--- config.mk ---
export PLATFORM = sky130hd
export DESIGN_NAME = aepq_ram
export DESIGN_NICKNAME = d
export VERILOG_FILES = /design/src/design/aepq_ram.sv
export SDC_FILE = /design/constraint.sdc
export NUM_CORES = 1
export LEC_CHECK = 0
export ABC_AREA = 1
export BUFFER_PORTS_ARGS = -buffer_cell sky130_fd_sc_hd__buf_2
export CAP_MARGIN = 20
export CELL_PAD_IN_SITES_DETAIL_PLACEMENT = 0
export CELL_PAD_IN_SITES_GLOBAL_PLACEMENT = 1
export CORE_ASPECT_RATIO = 1.5
export CORE_MARGIN = 3
export CORE_UTILIZATION = 49
export CTS_CLUSTER_SIZE = 10
export DETAILED_ROUTE_END_ITERATION = 8
export PLACE_DENSITY_LB_ADDON = 0.2
export SYNTH_ARGS = -nofsm -noshare
export SYNTH_HDL_FRONTEND = slang
export SYNTH_SLANG_ARGS = --single-unit
--- constraint.sdc ---
create_clock -name clk_i -period 1.13 [get_ports clk_i]
set_input_delay 0.0565 -clock clk_i [delete_from_list [all_inputs] [get_ports clk_i]]
set_output_delay 0.0565 -clock clk_i [all_outputs]
set_load 0.005 [all_outputs]
--- src/design/aepq_ram.sv ---
// Generic single-write, single-read RAM with registered read data.
module aepq_ram #(
  parameter int WIDTH = 8,
  parameter int DEPTH = 16
) (
  input  logic                     clk_i,
  input  logic                     we_i,
  input  logic [$clog2(DEPTH)-1:0] waddr_i,
  input  logic [WIDTH-1:0]         wdata_i,
  input  logic                     re_i,
  input  logic [$clog2(DEPTH)-1:0] raddr_i,
  output logic [WIDTH-1:0]         rdata_o
);

  logic [WIDTH-1:0] mem_q [DEPTH];
  logic [WIDTH-1:0] rdata_q;

  always_ff @(posedge clk_i) begin
    if (we_i) begin
      mem_q[waddr_i] <= wdata_i;
    end
    if (re_i) begin
      rdata_q <= mem_q[raddr_i];
    end
  end

  assign rdata_o = rdata_q;

endmodule

==> results.toml <==
[global_routing]
track_usage_pct = 20.8
overflow = 0
grt_first_pass_wirelength_um = 19900
first_global_vias = 3727
grt_max_degree = 65
antenna_found_initial = 0

[finish]
fin_nets = 619
drive_gt1_share_pct = 20.9
syn2layout_area_growth_pct = 22.7
antennaDiodeCount = 0

[clock_network]
htree_levels = 4
clockRootBuffer = "clkbuf_16"
cts_buffers = 17
clock_path_buffers = 2
cts_tree = "yes"
clk_pin_slew_ps = 60
clk_latency_ps = 410
cts_setup_buffers = 0
clock-sinks = 136

[synth]
synth_common_cells = "nand2_1, edfxtp_1, inv_1"
ys_seq_area_share_pct = 69.8
syn-cell-area_um2 = 5850
async_flop_share_pct = 0
yosysTopAreaCellShare_pct = 69.8
yosys.cell_types.count = 11
ys_seq_elements = 136
synth_ff_type = "edfxtp_1"
syn-num-nets = 570
synth_edf_count = 136
yosysMostFrequentCell = "nand2_1"
synth_top_cell_by_area = "edfxtp_1"
synth_warnings = 0
syn_area_per_cell_um2 = 10.6
synth_cells = 551
synth_area_leaders = "edfxtp_1, nand2_1, nand3_1"

[route]
vias_per_cell = 4.90
drcViolationCount = 0
vias = 3742
firstDrtPassIters = 5
wl_per_cell_um = 17.1
routed_wl_um = 13000
ant_nets = 0
drt_iter0_drc = 238

[setup_path]
start_kind = "flop"
crit_slowest_cell = "edfxtp_1"
endpoint_kind = "flop"
cp.required_ps = 1290
cp.arrival_ps = 1260
path_class = "flop to flop"
path_max_fanout = 1
slowest_delay_ps = 370
crit_chain = "inv_1 > nand2_1 > nand3_1 > nand3_2 > nand3_2 > nand2_1"

[timing]
skew_ps = 6.90
worst_slew_pin_slew_ps = 423
period_needed_ps = 1100
totalNegativeSetupSlack_ps = 0
setup_ws_ps = 30.2
rsz0062_at_grt = "yes"
hold_violations = 0
final_max_slew_viol_count = 0
slew_headroom_pct = 71.8
clock.fmax_mhz = 909
period_share_pct = 97.3
finalSetupViolCount = 0

[floorplan]
core_area_um2 = 11600
io_pins = 27
row_count = 48
initial_core_util_pct = 50.4
die-area_um2 = 13300
fp.dieW_um = 95.2
die_h_um = 140

[placed_design]
port_buffers = 26
post-place-ws_ps = -228
finalWeightedCongestion = 0.868
hpwl_um = 8410

[pwr]
power.density_nw_per_um2 = 1750
p_leak_nw = 3.10
ir_drop_uv = 1040
finalPower_mw = 12.6

[hold_path]
hold_path.class = "input pin to flop"

[run]
cap_violations = 0

[outcome]
status = "complete, no violations"
## logic make-up (layout without fill, tap and decap cells)
kind of cell | after synthesis | count (layout) | synth area share, %
buf+inv | 126 | 188 | 9.39
flops | 136 | 136 | 69.8
simple gates | 289 | 289 | 20.8
## registers in the layout, indices dropped and copies added, names as in the netlist
name / cells
rdata_o: 8
mem_q: 128
## layer usage
metal  track usage (%)  wire length, um
met1              24.0             4800
met5                 0                0
met2              35.2             7120
met3              4.43              699
met4              11.6              420
## cell type report
cell class              count  area (um2)
flip-flops and latches    136        4080
repair buffers             54         405
well taps                 150         188
multi-input cells         289        1460
clock inverters            14         229
fillers                   954        4420
inverters                 102         383
clock buffers              18         429
## layout by cell type (no fill, tap or decap), drive strengths merged
cell         instances
nand3b               2
nand2              173
inv                102
clkinvlp             2
bufinv               6
dlygate4sd3          1
edfxtp             136
clkbuf              18
clkinv               6
nand3               97
nor2                17
buf                 53
## where the power goes
part	switching [mW]	total (mW)	internal (mW)
clock network	1.96	6.08	4.11
logic	0.538	0.799	0.260
registers	0.0258	5.71	5.68
## worst paths after layout
kind	startpoint	end	slack (ps)	cells after the start
hold / removal	raddr_i[3]	rdata_o[1]	50	3
hold reg to reg	mem_q[10][2]	rdata_o[2]	760	6
setup / recovery	mem_q[1][7]	rdata_o[7]	30	6
setup reg to reg	mem_q[1][7]	rdata_o[7]	30	6
## critical path: cells and delay by family (launching register included)
family | cells | cell delay [ps]
and+or+nand+nor | 5 | 440
DFF | 1 | 370
buffers and inverters | 1 | 60
## metrics by stage
stage | std cells | cell area [um2] | hold WS [ps] | utilization (%)
global placement | 730 | 6260 | 420 | 54.0
detailed placement | 730 | 6260 | 421 | 54.0
floorplan | 551 | 5850 | 155 | -
finish | 763 | 7170 | 54.5 | 61.9
CTS | 763 | 7000 | 44.0 | 60.4
global route | 763 | 7170 | 64.8 | 61.9
## what timing repair did
| action | CTS | global route |
|---|---|---|
| hold buffers | 1 | 0 |
| pin swaps | 3 | 19 |
| endpoints found under the hold margin | 8 | 0 |
| setup endpoints to repair | 5 | 8 |
| gates resized for setup | 13 | 36 |
| gates cloned | 0 | 0 |
Power figures use the tool's default switching activity.
